$ cat src/hw/rtl/aht_pkg.sv
// Package for the averaged hysteresis thermostat: widths, constants,
// register codes and the structs shared between the core's modules.
// No dependencies.
package aht_pkg;

   localparam int ADC_W = 10;
   localparam int SUM_W = 16;
   localparam int TEMP_W = 17;
   localparam int HYST_W = 10;
   localparam int LOCK_W = 20;
   localparam int CSR_INDEX_W = 3;
   localparam int CSR_DATA_W = 20;

   localparam int WINDOW_DEFAULT = 60;

   // average = floor(sum * PRODUCT_SCALE / (2^PRE_SHIFT * WINDOW)) - TEMP_OFFSET
   localparam int PRODUCT_SCALE = 55800;
   localparam int PRE_SHIFT = 10;
   localparam int PROD_W = 32;
   localparam int PRE_W = PROD_W - PRE_SHIFT;
   // exact reciprocal divide for dividends below 2^PRE_W and divisors up to 64
   localparam int DIV_SHIFT = 28;
   localparam int RECIP_W = DIV_SHIFT + 1;
   localparam int QUOT_W = 16;
   localparam int TEMP_OFFSET = 5800;

   localparam logic [LOCK_W-1:0] SINCE_MAX = '1;

   localparam logic signed [TEMP_W-1:0] SETPOINT_RESET = 17'sd7350;
   localparam logic [HYST_W-1:0] HYSTERESIS_RESET = 10'd5;
   localparam logic signed [TEMP_W-1:0] FAILSAFE_RESET = 17'sd100;
   localparam logic [LOCK_W-1:0] LOCKOUT_RESET = 20'd300000;

   typedef enum logic [CSR_INDEX_W-1:0] {
      CSR_SETPOINT,
      CSR_HYSTERESIS,
      CSR_FAILSAFE,
      CSR_POWER,
      CSR_COOL,
      CSR_LOCKOUT
   } csr_index_type;

   typedef struct packed {
      logic signed [TEMP_W-1:0] setpoint;
      logic [HYST_W-1:0] hysteresis;
      logic signed [TEMP_W-1:0] failsafe;
      logic power_enable;
      logic cool_mode;
      logic [LOCK_W-1:0] lockout;
   } cfg_type;

   // advN: the item in stage N moves on at this edge
   typedef struct packed {
      logic accept;
      logic adv1;
      logic adv2;
      logic adv3;
      logic adv4;
   } pipe_ctrl_type;

endpackage

$ cat src/hw/rtl/aht_scale.sv
// Fixed-point conversion of the running sum to an unsigned temperature
// quotient, stages 3 and 4. Depends on aht_pkg.
module aht_scale import aht_pkg::*; #(
   parameter int WINDOW = WINDOW_DEFAULT
) (
   input  logic clock,
   input  pipe_ctrl_type ctrl,
   input  logic s2_kind,
   input  logic [SUM_W-1:0] s2_sum,
   output logic s4_kind,
   output logic [QUOT_W-1:0] s4_quot
);

   localparam logic [RECIP_W-1:0] RECIP =
      RECIP_W'((2 ** DIV_SHIFT + WINDOW - 1) / WINDOW);
   localparam logic [PROD_W-1:0] SCALE = PROD_W'(PRODUCT_SCALE);

   logic s3_kind_ff, s4_kind_ff;
   logic [PROD_W-1:0] prod_ff, prod_in;
   logic [QUOT_W-1:0] quot_ff;
   logic [PRE_W+RECIP_W-1:0] recip_prod;

   assign prod_in = PROD_W'(s2_sum) * SCALE;
   assign recip_prod = (PRE_W+RECIP_W)'(prod_ff[PROD_W-1:PRE_SHIFT])
                     * (PRE_W+RECIP_W)'(RECIP);

   always_ff @(posedge clock) begin
      if (ctrl.adv2) begin
         prod_ff <= prod_in;
         s3_kind_ff <= s2_kind;
      end
      if (ctrl.adv3) begin
         quot_ff <= recip_prod[DIV_SHIFT +: QUOT_W];
         s4_kind_ff <= s3_kind_ff;
      end
   end

   assign s4_kind = s4_kind_ff;
   assign s4_quot = quot_ff;

endmodule

$ cat config.mk
export PLATFORM = sky130hd
export DESIGN_NAME = aht_scale
export DESIGN_NICKNAME = d
export VERILOG_FILES = /design/src/hw/rtl/aht_pkg.sv /design/src/hw/rtl/aht_scale.sv
export SDC_FILE = /design/constraint.sdc
export NUM_CORES = 1
export LEC_CHECK = 0
export CORE_ASPECT_RATIO = 1.75
export CORE_MARGIN = 10
export CORE_UTILIZATION = 53
export CTS_CLUSTER_SIZE = 12
export DETAILED_ROUTE_END_ITERATION = 10
export DONT_BUFFER_PORTS = 1
export PLACE_DENSITY = 0.68
export SLEW_MARGIN = 40
export SYNTH_ARGS = -nofsm -noshare
export SYNTH_HDL_FRONTEND = slang
export SYNTH_SLANG_ARGS = --single-unit
$ cat constraint.sdc
create_clock -name clock -period 4.9 [get_ports clock]
set_input_delay 0.49 -clock clock [delete_from_list [all_inputs] [get_ports clock]]
set_output_delay 0.49 -clock clock [all_outputs]
set_load 0.05 [all_outputs]
==> impl_metrics.csv <==
group,metric,value,unit
drt,vias,6967,
placement,pre_cts_ws,-340,ps
cells_and_area,nFillCells,1415,
cells_and_area,diodes,0,
synth,synthAdderAreaFrac,63.5,%
clock_network,htreeDepth,2,
sta,fmaxAchievable,194,MHz
critical_path,cpLargestDelayFamily,"adder cells",
critical_path,worstPathCellList,"ha_1 > inv_2 > fa_1 > fa_1 > inv_2 > fa_1 > inv_2 > fa_1 > inv_2 > ha_4 > ha_4 > a21oi_2 > o211ai_1 > a41oi_4 > a31oi_4 > nand3b_4 > a21oi_4 > nor4_1 > or3b_1",
synth,syn_area,0.0101,mm^2
synth,synth_seq_area_share,11.9,%
grt,grt_antenna_before_repair,0,
grt,grt.total_usage,17.3,%
synth,synth_top_family_by_area,"adder cells",
sta,grt_setup_unrepaired,"yes",
synth,ys_types,49,
floorplanning,ios,40,
critical_path,critPathCaptureType,"flop",
critical_path,critPathLaunchType,"flop",
placement,gp_congestion,0.881,
synth,synth_ff_type,"edfxtp_1",
cells_and_area,area_growth,23.9,%
drt,antenna_left,0,
floorplanning,die-area,0.0253,mm^2
cells_and_area,fin_nets,1534,
synth,synth_simple_gate_area_share,4.95,%
critical_path,slowest_delay,510,ps
synth,synth-seq-cells,40,
clock_network,cts_root_buf,"clkbuf_16",
clock_network,cts_buffers,5,
synth,synth_xor_area_share,3.11,%
synth,synth-edff-count,40,
grt,grt_max_degree,24,
clock_network,cts_tree,"built",
sta,setup_viol,10,
sta,relSlewSlack,68.6,%
drt,wl_per_cell,16.3,um
grt,grt_first_pass_wirelength,36600,um
clock_network,insertion_delay,290,ps
clock_network,numClockSinks,40,
critical_path,cp_max_fo,3,
synth,ys_async_sr_fraction,0,%
critical_path,cp_slowest_cell,"fa_1",
sta,hold_viol_final,0,
critical_path,worstPathArrival,5210,ps
sta,setup_ws,-262,ps
synth,synth.avg_cell_area,10.7,um^2
cells_and_area,drive_gt1_share,24.6,%
synth,synth_compound_area_share,7.43,%
sta,slew_violations,0,
floorplanning,die_w,125,um
run,drv_cap,0,
drt,drc,0,
critical_path,worstPathRequired,4940,ps
drt,routed_wl,21800,um
grt,gr-total-overflow,0,
clock_network,clockBufferDepth,2,
synth,synth_nets,1382,
sta,post-route-period-util,105,%
floorplanning,die-height,203,um
grt,grt_pass1_vias,7967,
critical_path,critPathKind,"flop to flop",
floorplanning,core_area,0.0187,mm^2
critical_path,cp_num_buf_inv,4,
outcome,failed_checks,"setup timing",
placement,dp_hpwl,18500,um
drt,firstDrtPassIters,4,
sta,post-route-min-period,5160,ps
floorplanning,start_util,54.3,%
clock_network,hold_buffers,0,
clock_network,clk_pin_slew,70,ps
worst_hold_path,min_path_type,"primary input to flop",
synth,muxShareOfSynthArea,0,%
sta,tightest_slew,472,ps
floorplanning,row_count,66,
synth,yosys_warnings,0,
sta,finalClockSkew,7.47,ps
drt,drtIter0Drc,231,
placement,port_buffers,0,
outcome,outcome,"finished, violations left",
drt,vias_per_cell,5.22,
synth,synthCells,944,
==> Yosys cell counts (3+ instances only) <==
cell type	count	area, um^2
and2_1	5	31.3
a41oi_1	4	35.0
nor2_1	22	82.6
a31oi_1	4	25.0
nand2b_1	4	25.0
inv_1	246	923
o211ai_1	5	37.5
ha_1	249	3120
a21oi_1	33	165
nand2_1	22	82.6
xor2_1	11	96.3
nor3_1	6	30.0
o21a_1	5	37.5
o21bai_1	3	22.5
nand3_1	16	80.1
o21ai_0	15	75.1
a211oi_1	3	22.5
xnor2_1	25	219
nand4_1	6	37.5
fa_1	166	3320
and3_1	3	18.8
edfxtp_1	40	1200
a21o_1	18	135
nor2b_1	4	25.0
==> worst register-to-register path: stages (launching register included) <==
cell      delay [ps]
edfxtp_1         460
ha_1             340
inv_2             40
fa_1             460
fa_1             510
inv_2             40
fa_1             510
inv_2             40
fa_1             510
inv_2             50
ha_4             150
ha_4             270
a21oi_2           40
o211ai_1         250
a41oi_4          210
a31oi_4          280
nand3b_4         130
a21oi_4          180
nor4_1            90
or3b_1           340
==> kinds of logic (layout without fill, tap and decap cells) <==
family | Yosys count | count (layout)
DFF | 40 | 40
adders and majority gates | 415 | 415
and+or+nand+nor | 97 | 97
xor gates and xnor gates | 36 | 36
AOI/OAI and AO/OA | 110 | 110
buffers and inverters | 246 | 399
==> layer usage <==
metal | part of all wire, % | global-route usage (%) | vias up
met1 | 34 | 16.3 | 3457
met2 | 61 | 37.1 | 76
met3 | 1.5 | 1.36 | 36
li1 | - | - | 3398
met5 | 0 | 0 | -
met4 | 3.0 | 5.47 | 0
==> final timing paths <==
kind | startpoint | endpoint | slack (ps) | depth (start not counted)
worst max-delay path | prod_ff[30]$_DFFE_PP_ | s4_quot[15]$_DFFE_PP_ | -260 | 19
worst max register to register | prod_ff[30]$_DFFE_PP_ | s4_quot[15]$_DFFE_PP_ | -260 | 19
worst min register to register | s3_kind_ff$_DFFE_PP_ | s4_kind$_DFFE_PP_ | 420 | 0
worst min-delay path | s2_kind | s3_kind_ff$_DFFE_PP_ | 290 | 0
==> flip-flops by register name (all words and copies together), names as in the netlist <==
register and flops:
prod_ff 22, s3_kind_ff 1, s4_quot 16, s4_kind 1
==> area by class of cell <==
type,count,area (um^2),area share [%]
multi-input combinational,658,8850,70.5
sequential,40,1200,9.57
timing repair buffer,145,1110,8.88
inverter,246,923,7.35
tap,238,298,2.37
clock buffer,5,125,0.997
clock inverter,3,46.3,0.369
==> stage by stage <==
stage          setup TNS, ps  utilization, %  hold WS (ps)  cells  area (um^2)
2_1_floorplan          -4.33               -           400    944        10300
3_3_place_gp           -3370            61.6           402   1305        11500
3_5_place_dp           -4260            61.6           410   1305        11500
4_1_cts                 -884            65.1           285   1323        12200
5_1_grt                -3630            67.3           283   1335        12600
6_report               -1580            67.3           288   1335        12600
==> cells in the final DEF (no fill, tap or decap), drive strengths merged, types with 11 or more instances in the layout <==
cell / count
a21oi: 34
edfxtp: 40
fa: 166
xor2: 11
ha: 249
nand3: 16
buf: 145
o21ai: 15
a21o: 19
nor2: 22
inv: 247
nand2: 22
xnor2: 25
==> timing repair <==
| action | CTS | global route |
|---|---|---|
| gates resized for setup | 67 | 55 |
| setup buffers | 10 | 13 |
| gates cloned | 0 | 0 |
| pin swaps | 23 | 32 |
| hold endpoints to repair | 0 | 0 |
| setup endpoints to repair | 15 | 21 |
Power is left out: the tool's default activity adds up to more than one toggle a clock period on the data nets, which glitch-free logic cannot reach.
