### config.mk
export PLATFORM = sky130hd
export DESIGN_NAME = aht_control
export DESIGN_NICKNAME = d
export VERILOG_FILES = /design/src/hw/rtl/aht_pkg.sv /design/src/hw/rtl/aht_control.sv
export SDC_FILE = /design/constraint.sdc
export NUM_CORES = 1
export LEC_CHECK = 0
export ABC_AREA = 1
export ABC_CLOCK_PERIOD_IN_PS = 9500
export BUFFER_PORTS_ARGS = -buffer_cell sky130_fd_sc_hd__clkbuf_2
export CORE_MARGIN = 5
export CORE_UTILIZATION = 63
export DETAILED_ROUTE_END_ITERATION = 8
export MAX_ROUTING_LAYER = met4
export PLACE_DENSITY = 0.89
export SLEW_MARGIN = 0
export SYNTH_ARGS = -nofsm -noshare
export SYNTH_HDL_FRONTEND = slang
export SYNTH_SLANG_ARGS = --single-unit
### constraint.sdc
create_clock -name clock -period 9.5 [get_ports clock]
set_input_delay 0.95 -clock clock [delete_from_list [all_inputs] [get_ports clock]]
set_output_delay 0.95 -clock clock [all_outputs]
set_load 0.1 [all_outputs]
### src/hw/rtl/aht_pkg.sv
// Package for the averaged hysteresis thermostat: widths, constants,
// register codes and the structs shared between the core's modules.
// No dependencies.
package aht_pkg;

   localparam int ADC_W = 10;
   localparam int SUM_W = 16;
   localparam int TEMP_W = 17;
   localparam int HYST_W = 10;
   localparam int LOCK_W = 20;
   localparam int CSR_INDEX_W = 3;
   localparam int CSR_DATA_W = 20;

   localparam int WINDOW_DEFAULT = 60;

   // average = floor(sum * PRODUCT_SCALE / (2^PRE_SHIFT * WINDOW)) - TEMP_OFFSET
   localparam int PRODUCT_SCALE = 55800;
   localparam int PRE_SHIFT = 10;
   localparam int PROD_W = 32;
   localparam int PRE_W = PROD_W - PRE_SHIFT;
   // exact reciprocal divide for dividends below 2^PRE_W and divisors up to 64
   localparam int DIV_SHIFT = 28;
   localparam int RECIP_W = DIV_SHIFT + 1;
   localparam int QUOT_W = 16;
   localparam int TEMP_OFFSET = 5800;

   localparam logic [LOCK_W-1:0] SINCE_MAX = '1;

   localparam logic signed [TEMP_W-1:0] SETPOINT_RESET = 17'sd7350;
   localparam logic [HYST_W-1:0] HYSTERESIS_RESET = 10'd5;
   localparam logic signed [TEMP_W-1:0] FAILSAFE_RESET = 17'sd100;
   localparam logic [LOCK_W-1:0] LOCKOUT_RESET = 20'd300000;

   typedef enum logic [CSR_INDEX_W-1:0] {
      CSR_SETPOINT,
      CSR_HYSTERESIS,
      CSR_FAILSAFE,
      CSR_POWER,
      CSR_COOL,
      CSR_LOCKOUT
   } csr_index_type;

   typedef struct packed {
      logic signed [TEMP_W-1:0] setpoint;
      logic [HYST_W-1:0] hysteresis;
      logic signed [TEMP_W-1:0] failsafe;
      logic power_enable;
      logic cool_mode;
      logic [LOCK_W-1:0] lockout;
   } cfg_type;

   // advN: the item in stage N moves on at this edge
   typedef struct packed {
      logic accept;
      logic adv1;
      logic adv2;
      logic adv3;
      logic adv4;
   } pipe_ctrl_type;

endpackage

### src/hw/rtl/aht_control.sv
// Thermostat decision with lockout counter and the result register.
// Depends on aht_pkg.
module aht_control import aht_pkg::*; (
   input  logic clock,
   input  logic reset,
   input  pipe_ctrl_type ctrl,
   input  cfg_type cfg,
   input  logic s4_kind,
   input  logic [QUOT_W-1:0] s4_quot,
   output logic drive_on,
   output logic drive_changed,
   output logic signed [TEMP_W-1:0] average_temp_centi,
   output logic sensor_fault,
   output logic lockout_active
);

   logic drive_ff, drive_in;
   logic prev_ff, prev_in;
   logic [LOCK_W-1:0] since_ff, since_in, since_tick;

   logic changed_ff;
   logic signed [TEMP_W-1:0] avg_ff, avg;
   logic fault_ff, fault;
   logic lock_ff;

   logic signed [TEMP_W:0] avg_x, sp_x, lo_x, hi_x;
   logic lock_done;

   always_comb begin
      avg = TEMP_W'(signed'({1'b0, s4_quot})) - TEMP_W'(TEMP_OFFSET);
      avg_x = (TEMP_W+1)'(avg);
      sp_x = (TEMP_W+1)'(cfg.setpoint);
      lo_x = sp_x - (TEMP_W+1)'(signed'({1'b0, cfg.hysteresis}));
      hi_x = sp_x + (TEMP_W+1)'(signed'({1'b0, cfg.hysteresis}));
      fault = avg < cfg.failsafe;
      // advance the counter on a tick, saturating
      since_tick = (s4_kind && since_ff != SINCE_MAX) ? since_ff + 1'b1 : since_ff;
      lock_done = since_tick >= cfg.lockout;

      drive_in = drive_ff;
      prev_in = prev_ff;
      since_in = since_tick;
      if (!fault) begin
         if (cfg.power_enable) begin
            if (!cfg.cool_mode) begin
               drive_in = avg_x <= lo_x;
            end else if (avg_x >= hi_x && lock_done) begin
               drive_in = 1'b1;
            end else if (avg_x <= sp_x) begin
               drive_in = 1'b0;
               if (prev_ff) begin
                  since_in = '0;
               end
            end
         end else begin
            drive_in = 1'b0;
            if (prev_ff) begin
               since_in = '0;
            end
         end
         prev_in = drive_in;
      end else begin
         drive_in = 1'b0;
      end
   end

   always_ff @(posedge clock) begin
      if (reset) begin
         drive_ff <= 1'b0;
         prev_ff <= 1'b0;
         since_ff <= '0;
      end else if (ctrl.adv4) begin
         drive_ff <= drive_in;
         prev_ff <= prev_in;
         since_ff <= since_in;
      end
   end

   always_ff @(posedge clock) begin
      if (ctrl.adv4) begin
         changed_ff <= drive_in != drive_ff;
         avg_ff <= avg;
         fault_ff <= fault;
         lock_ff <= since_in < cfg.lockout;
      end
   end

   assign drive_on = drive_ff;
   assign drive_changed = changed_ff;
   assign average_temp_centi = avg_ff;
   assign sensor_fault = fault_ff;
   assign lockout_active = lock_ff;

endmodule

==> results of run 1 <==
registers in the layout (all words and copies together), names as in the netlist:
name / cells
since_ff: 20
average_temp_centi: 17
drive_changed: 1
drive_on: 1
lockout_active: 1
prev_ff: 1
sensor_fault: 1
cell families after synthesis:
group,Yosys count,synth area share
AOI/OAI and AO/OA,140,0.123
adders and majority gates,132,0.266
and+or+nand+nor,327,0.252
DFF,42,0.166
buffers and inverters,172,0.106
xor gates and xnor gates,59,0.0862
report_power, final:
part | switching (W) | leakage [nW] | total, W | internal (W)
clock network | 0.0000672 | 0.0441 | 0.000119 | 0.0000517
logic | 0.000259 | 3.53 | 0.000386 | 0.000127
registers | 0.0000113 | 0.376 | 0.000218 | 0.000206
total | 0.000337 | 3.95 | 0.000722 | 0.000385
cell usage in the layout, fill, tap and decap left out, types with 2 or more instances in the layout:
cell type	instances
nand2_1	159
inv_1	152
ha_1	130
clkbuf_2	106
nor2_1	69
a21oi_1	67
xor2_1	49
o21ai_0	42
nand3_1	29
dfxtp_1	22
edfxtp_1	20
nand4_1	18
nor2_4	11
inv_2	10
nor2_2	10
nor3_1	9
xnor2_1	7
nor3_2	6
o21bai_1	6
o21ai_1	6
a211oi_1	5
clkbuf_8	5
a31oi_1	4
nand2_2	3
a21o_1	3
a21oi_2	3
nand4_2	2
nand2_4	2
nand3_2	2
xor2_2	2
nor4_1	2
fa_1	2
path summary, 6_finish.rpt:
kind                             startpoint             end  slack, ns
worst min register to register      prev_ff         prev_ff       0.51
worst min-delay path                prev_ff         prev_ff       0.51
worst max-delay path             s4_quot[4]  lockout_active       3.65
worst max register to register  since_ff[0]  lockout_active       4.64
worst register-to-register path: cells and delay by family (launching register included):
family	cells	cell delay [ns]
AOI/OAI and AO/OA	6	0.84
adders and majority gates	3	0.76
buffers and inverters	3	0.40
and+or+nand+nor	18	2.16
xor gates and xnor gates	1	0.18
DFF	1	0.36
metal layers:
layer	global-route usage	part of all wire	wire (um)
met1	0.312	0.41	6290
met3	0.0182	0.047	718
met5	-	0	0
met4	0.0980	0.032	491
met2	0.492	0.51	7690
layout make-up:
| cell class | count | share of cell area |
|---|---|---|
| clock inverters | 3 | 0.00304 |
| multi-input cells | 658 | 0.650 |
| flip-flops and latches | 42 | 0.149 |
| clock buffers | 5 | 0.00982 |
| repair buffers | 107 | 0.0768 |
| inverters | 164 | 0.0882 |
| well taps | 133 | 0.0238 |
through the flow:
stage	worst slack, ns	hold slack (ns)	power, W	utilization
2_1_floorplan	4.37	0.461	0.000508	-
6_report	3.65	0.515	0.000722	0.720
3_5_place_dp	3.37	0.496	0.000603	0.711
3_3_place_gp	3.43	0.488	0.000590	0.711
5_1_grt	3.12	0.544	0.000783	0.720
4_1_cts	3.67	0.514	0.000720	0.720
==> impl_metrics.json, run 1 <==
{
  "n_antenna_cell": 0,
  "cts_setup_buffers": 0,
  "final_area_um2": 7000,
  "crit_family": "compound AO/OA/AOI/OAI gates",
  "period_minus_slack_ns": 5.85,
  "synth.cell_area_um2": 6250,
  "cp.buffers_inverters": 4,
  "synth-seq-cells": 42,
  "syn_to_final_growth_pct": 12.0,
  "synth_top_area_share": 0.260,
  "synth.avg_cell_area_um2": 7.17,
  "gp_congestion": 1.03,
  "ctsResizeCount": 0,
  "htree_levels": 2,
  "synth_area_leaders": "ha_1 26%, edfxtp_1 9.6%, nand2_1 9.5%",
  "grt_setup_unrepaired": "false",
  "critPathKind": "in -> reg",
  "row_count": 36,
  "tightest_slew_ns": 0.958,
  "vias": 5963,
  "crit_cells": 31,
  "wire_per_inst_um": 13.7,
  "min_path_type": "reg -> reg",
  "grt_max_degree": 47,
  "grt_use_total": 0.270,
  "synth.most_common_cell": "nand2_1",
  "clkLatencyLatePin_ns": 0.30,
  "layout-drive-gt1-share": 0.177,
  "powerDensity_nw_per_um2": 103,
  "hold_viol": 0,
  "yosys-top-cells-count": "159 x nand2_1, 152 x inv_1, 130 x ha_1",
  "regArea_um2": 1040,
  "cts_root_buf": "clkbuf_8",
  "crit_path_end_kind": "register",
  "drc": 0,
  "drt-total-wl_mm": 15.2,
  "vias_per_cell": 5.36,
  "final_net_count": 1200,
  "fin_crit_sh": 0.616,
  "worst_r2r_path_depth": 31,
  "antenna_found_initial": 0,
  "synth_seq_area_share": 0.166,
  "finalSetupViolations": 0,
  "fin_tns_setup_ns": 0,
  "die_h_um": 110,
  "dieWidth_um": 110,
  "clk_pin_slew_ns": 0.09,
  "core_area_um2": 9730,
  "cts_tree": "built",
  "post-place-cells": 1104,
  "initial_core_util": 0.643,
  "clkSinkCount": 42,
  "ant_nets": 0,
  "synth_nets": 1094,
  "skew_ns": 0.0109,
  "cp.required_ns": 9.55,
  "dieArea_um2": 12000,
  "synth_top_area_cell": "ha_1",
  "synthCells": 872,
  "cp_common_cell": "nand2_1",
  "fill_cells": 813,
  "cts.hold.buffers_added": 0,
  "ys_warn_count": 0,
  "crit_arrival_ns": 5.91,
  "io_pins": 111,
  "hpwlAfterDp_mm": 13.0,
  "final_cells": 1112,
  "synth_edf_count": 20,
  "async_flop_share": 0,
  "ys.flop_type": "dfxtp_1",
  "hold_depth": 2,
  "yosysUniqueCellTypes": 45,
  "p_leak_nw": 3.95,
  "grt_pass1_wl_mm": 25.7,
  "worstPathMaxFanout": 13,
  "maxCapViolCount": 0,
  "portBuffers": 106,
  "max_freq_ghz": 0.171,
  "drt-initial-drc-count": 285,
  "cts_buffer_depth": 2,
  "grt_pass1_vias": 6037,
  "slew_violations": 0,
  "critPathLaunchType": "input pin",
  "ir_worst_vdd_mv": 0.0539,
  "overflow": 0,
  "status": "finished clean",
  "cts_made_buffers": 5,
  "cpMaxStageDelayCell": "nor3_1",
  "dpl_cell_area_um2": 6910,
  "drt_pre_antenna_iters": 6,
  "maxSlewHeadroom": 0.356,
  "slowest_delay_ns": 0.74,
  "multi_input_area_um2": 4550
}
Note: power is estimated with default switching activity, not from simulation.
==> inputs of run 2 (changes only) <==
- ABC_CLOCK_PERIOD_IN_PS: 9500 -> 5100
- CORE_UTILIZATION: 63 -> 53
- PLACE_DENSITY: 0.89 -> 0.8
- clock period: 9.5 -> 5.1 ns (I/O delays scaled with it)
==> impl_metrics.json, run 2 (same netlist as run 1, synthesis figures left out) <==
{
  "htree_levels": 2,
  "internal_power_w": 0.000915,
  "core_area_um2": 11500,
  "clkLatencyLatePin_ns": 0.29,
  "power_frac_seq": 0.257,
  "r2r-start": "since_ff[0]",
  "final_common_cell": "nand2_1",
  "min_to": "average_temp_centi[0]",
  "crit_arrival_ns": 4.93,
  "die_h_um": 119,
  "final_net_count": 1274,
  "cp_common_cell": "nand2_1",
  "finalWorstSetupSlack_ns": 0.206,
  "fin_crit_sh": 0.960,
  "tightest_slew_ns": 0.666,
  "clkSinkCount": 42,
  "antenna_found_initial": 0,
  "worst_r2r_endpoint": "lockout_active",
  "vias_per_cell": 5.26,
  "wire_per_inst_um": 13.9,
  "dieWidth_um": 119,
  "overflow": 0,
  "n_antenna_cell": 0,
  "powerDensity_nw_per_um2": 201,
  "row_count": 39,
  "worstPathMaxFanout": 4,
  "final_cell_mix": "153 x nand2_1, 150 x inv_1, 124 x ha_1, 105 x clkbuf_2, 75 x buf_4",
  "cts_buffer_depth": 2,
  "slew_violations": 0,
  "top_register": "since_ff",
  "power.switching_w": 0.000667,
  "layout-drive-gt1-share": 0.267,
  "io_pins": 111,
  "post-place-cells": 1185,
  "cpMaxStageDelayCell": "ha_1",
  "ir_worst_vdd_mv": 0.123,
  "drt-initial-drc-count": 262,
  "cts.hold.buffers_added": 0,
  "ant_nets": 0,
  "gp_congestion": 0.932,
  "cp.required_ns": 5.13,
  "critPathLaunchType": "input pin",
  "vias": 6286,
  "max_freq_ghz": 0.204,
  "p_leak_nw": 4.37,
  "r2r_slack_ns": 0.36,
  "final_cells": 1196,
  "pwr-share-clk": 0.228,
  "portBuffers": 106,
  "grt_pass1_vias": 6155,
  "pre_cts_ws_ns": -0.169,
  "period_minus_slack_ns": 4.89,
  "hpwlAfterDp_mm": 13.9,
  "crit_path_end_kind": "register",
  "cts_tree": "built",
  "cts_root_buf": "clkbuf_16",
  "worst_r2r_path_depth": 31,
  "initial_core_util": 0.543,
  "hold_depth": 1,
  "finalSetupViolations": 0,
  "min_path_type": "in -> reg",
  "largest_reg_flops": 20,
  "status": "finished clean",
  "cts_made_buffers": 5,
  "maxCapViolCount": 0,
  "min_from": "s4_quot[0]",
  "combPwrFrac": 0.515,
  "skew_ns": 0.00639,
  "swShare": 0.421,
  "drt_pre_antenna_iters": 5,
  "grt_max_degree": 47,
  "fin_util": 0.684,
  "maxSlewHeadroom": 0.555,
  "drt-total-wl_mm": 16.7,
  "hold_viol": 0,
  "drc": 0,
  "grt_pass1_wl_mm": 26.6,
  "slowest_delay_ns": 0.28,
  "grt_use_total": 0.232,
  "dieArea_um2": 14100,
  "syn_to_final_growth_pct": 25.9,
  "clk_pin_slew_ns": 0.06,
  "critPathKind": "in -> reg"
}
[run 2: how the worst max path moves through the flow]
stage | from | endpoint
5_1_grt | cfg[41] | lockout_active
3_5_place_dp | cfg[46] | lockout_active
3_3_place_gp | cfg[39] | lockout_active
4_1_cts | cfg[46] | lockout_active
6_report | cfg[41] | lockout_active
2_1_floorplan | cfg[42] | lockout_active
[run 2: critical path, delay by kind of cell]
| family | cells | cell delay, ns |
|---|---|---|
| xor gates and xnor gates | 1 | 0.22 |
| AOI/OAI and AO/OA | 9 | 1.19 |
| and+or+nand+nor | 20 | 1.75 |
| buffers and inverters | 5 | 0.47 |
| adders and majority gates | 3 | 0.76 |
[run 2: per-stage QoR]
| stage | instance area, um2 | total power [W] | hold slack [ns] | setup TNS (ns) |
|---|---|---|---|---|
| 6_report | 7880 | 0.00158 | 0.434 | 0 |
| 5_1_grt | 7880 | 0.00169 | 0.439 | -0.0691 |
| 4_1_cts | 7640 | 0.00155 | 0.435 | 0 |
| 3_5_place_dp | 7470 | 0.00119 | 0.500 | -0.169 |
| 3_3_place_gp | 7470 | 0.00116 | 0.486 | -0.0825 |
| 2_1_floorplan | 6250 | 0.000947 | 0.461 | 0 |
[run 2: per-layer routing]
layer	vias up	global-route usage	part of all wire	wire length, um
met3	37	0.0196	0.050	834
met2	181	0.421	0.51	8490
li1	3223	-	-	-
met4	0	0.0811	0.030	499
met1	2845	0.268	0.41	6860
met5	-	-	0	0
[run 2: final cells by class]
cell class              count  area (um2)
inverters                 164         621
repair buffers            181        1110
flip-flops and latches     42        1040
clock buffers               5         125
fillers                   966        3640
clock inverters             3        40.0
multi-input cells         658        4760
well taps                 143         179
[run 2: what timing repair did]
action | in CTS | in global routing
buffers inserted | 0 | 3
setup endpoints to repair | 0 | 1
gates resized for setup | 0 | 43
[run 2: power groups by stage]
stage / combinational (W) / clock (W) / sequential (W)
2_1_floorplan: 0.000417 / 0 / 0.000530
3_3_place_gp: 0.000751 / 0 / 0.000412
3_5_place_dp: 0.000776 / 0 / 0.000413
4_1_cts: 0.000782 / 0.000359 / 0.000406
5_1_grt: 0.000914 / 0.000371 / 0.000409
6_report: 0.000815 / 0.000360 / 0.000407
==> inputs of run 3 (changes only) <==
- ABC_AREA: 1 -> default
- CORE_UTILIZATION: 53 -> 52
- PLACE_DENSITY: 0.8 -> 0.85
==> impl_metrics.json, run 3 <==
{
  "status": "finished, violations left",
  "violations": "setup timing",
  "p_total_w": 0.00153,
  "grt_pass1_vias": 6409,
  "async_flop_share": 0,
  "multi_input_area_um2": 4510,
  "drt_pre_antenna_iters": 5,
  "yosysUniqueCellTypes": 62,
  "synth_top_area_cell": "ha_1",
  "fin_crit_sh": 1.15,
  "dpl_cell_area_um2": 7610,
  "synth_seq_area_share": 0.176,
  "cts.hold.buffers_added": 0,
  "min_path_type": "in -> reg",
  "cts_tree": "built",
  "finalSetupViolations": 1,
  "final_cell_mix": "137 x buf_4, 127 x ha_1, 105 x clkbuf_2, 100 x inv_1, 64 x nand2_1",
  "grt_max_degree": 33,
  "worst_r2r_endpoint": "lockout_active",
  "r2r-start": "since_ff[0]",
  "initial_core_util": 0.525,
  "synth.most_common_cell": "ha_1",
  "largest_reg_flops": 20,
  "layout-drive-gt1-share": 0.281,
  "synth_area_leaders": "ha_1 27%, edfxtp_1 10%, dfxtp_1 7.4%",
  "vias": 6166,
  "ys_warn_count": 0,
  "clkSinkCount": 42,
  "clk_pin_slew_ns": 0.07,
  "period_minus_slack_ns": 5.86,
  "cp.required_ns": 5.27,
  "dieArea_um2": 13600,
  "htree_levels": 2,
  "hpwlAfterDp_mm": 14.5,
  "syn_to_final_growth_pct": 33.1,
  "final_common_cell": "buf_4",
  "wire_per_inst_um": 15.7,
  "synthCells": 734,
  "clkLatencyLatePin_ns": 0.30,
  "n_antenna_cell": 0,
  "overflow": 0,
  "worstPathMaxFanout": 5,
  "worst_r2r_path_depth": 28,
  "yosys-top-cells-count": "130 x ha_1, 101 x inv_1, 64 x nand2_1",
  "grt_use_total": 0.267,
  "hold_viol": 0,
  "critPathKind": "in -> reg",
  "min_to": "average_temp_centi[0]",
  "ir_worst_vdd_mv": 0.133,
  "finalWorstSetupSlack_ns": -0.756,
  "core_area_um2": 11300,
  "dieWidth_um": 117,
  "gp_congestion": 0.984,
  "synth.avg_cell_area_um2": 8.07,
  "synth_top_area_share": 0.275,
  "critPathLaunchType": "input pin",
  "fill_cells": 810,
  "grt_pass1_wl_mm": 28.4,
  "maxCapViolCount": 0,
  "crit_path_end_kind": "register",
  "slowest_delay_ns": 0.43,
  "tightest_slew_ns": 0.818,
  "final_area_um2": 7880,
  "grt_setup_unrepaired": "true",
  "ys.flop_type": "dfxtp_1",
  "slew_violations": 0,
  "cts_root_buf": "clkbuf_16",
  "fin_util": 0.699,
  "die_h_um": 117,
  "synth_nets": 956,
  "regArea_um2": 1040,
  "r2r_slack_ns": -0.35,
  "skew_ns": 0.00927,
  "p_leak_nw": 4.15,
  "synth_edf_count": 20,
  "portBuffers": 106,
  "synth.cell_area_um2": 5920,
  "crit_arrival_ns": 6.03,
  "max_freq_ghz": 0.171,
  "top_register": "since_ff",
  "ant_nets": 0,
  "cpMaxStageDelayCell": "a2111oi_4",
  "drc": 0,
  "powerDensity_nw_per_um2": 194,
  "synth-seq-cells": 42,
  "row_count": 39,
  "vias_per_cell": 5.54,
  "drt-initial-drc-count": 390,
  "hold_depth": 1,
  "cts_buffer_depth": 2,
  "final_net_count": 1192,
  "antenna_found_initial": 0,
  "maxSlewHeadroom": 0.454,
  "cts_made_buffers": 5,
  "io_pins": 111,
  "drt-total-wl_mm": 17.5,
  "min_from": "s4_quot[0]"
}
run 3: area by class of cell:
cell class,count,share of cell area
clock buffer,5,0.0159
multi-input combinational,576,0.572
sequential,42,0.132
tap,143,0.0227
clock inverter,3,0.00873
timing repair buffer,243,0.199
inverter,102,0.0502
run 3: worst max-delay path by stage:
stage	startpoint	end	slack, ns	depth (start not counted)
after floorplan	cfg[50]	lockout_active	-0.49	27
after global placement	cfg[40]	lockout_active	-0.84	29
after detailed placement	cfg[40]	lockout_active	-1.10	29
after CTS	cfg[50]	lockout_active	-0.66	30
after global routing	cfg[50]	lockout_active	-1.03	30
final	cfg[50]	lockout_active	-0.76	29
run 3: critical path, delay by kind of cell:
family	cells	cell delay, ns
AOI/OAI and AO/OA	16	2.95
xor gates and xnor gates	1	0.13
buffers and inverters	2	0.31
muxes	1	0.31
adders and majority gates	3	0.87
and+or+nand+nor	6	0.93
run 3: per-stage QoR:
| stage | hold slack [ns] | worst slack (ns) | std cells | setup TNS, ns |
|---|---|---|---|---|
| floorplan | 0.469 | -0.488 | 734 | -0.488 |
| global placement | 0.488 | -0.841 | 1101 | -0.841 |
| detailed placement | 0.507 | -1.10 | 1101 | -1.10 |
| CTS | 0.427 | -0.664 | 1114 | -0.664 |
| global route | 0.434 | -1.03 | 1114 | -1.03 |
| finish | 0.433 | -0.756 | 1114 | -0.756 |
run 3: where the power goes:
group          internal (W)  leakage (nW)  total [W]  switching (W)
clock network      0.000282        0.0940   0.000425       0.000143
registers          0.000375         0.371   0.000381     0.00000643
logic              0.000285          3.69   0.000723       0.000438
run 3: cells by family after synthesis:
group / after synthesis / share of synthesized area
buf+inv: 116 / 0.0782
simple gates: 219 / 0.182
compound gates: 152 / 0.173
mux: 2 / 0.00359
xor+xnor: 71 / 0.106
fa+ha+maj: 132 / 0.281
flops: 42 / 0.176
run 3: layer usage:
layer | routed length [um] | vias to the layer above | track usage
li1 | - | 3061 | -
met1 | 7190 | 2806 | 0.308
met2 | 8680 | 238 | 0.466
met3 | 981 | 61 | 0.0285
met4 | 659 | 0 | 0.118
met5 | 0 | - | -
run 3: what timing repair did:
item,4_1_cts,5_1_grt
gates resized for setup,5,1
setup buffers,5,0
endpoints found under the setup margin,1,1
pin swaps,6,0
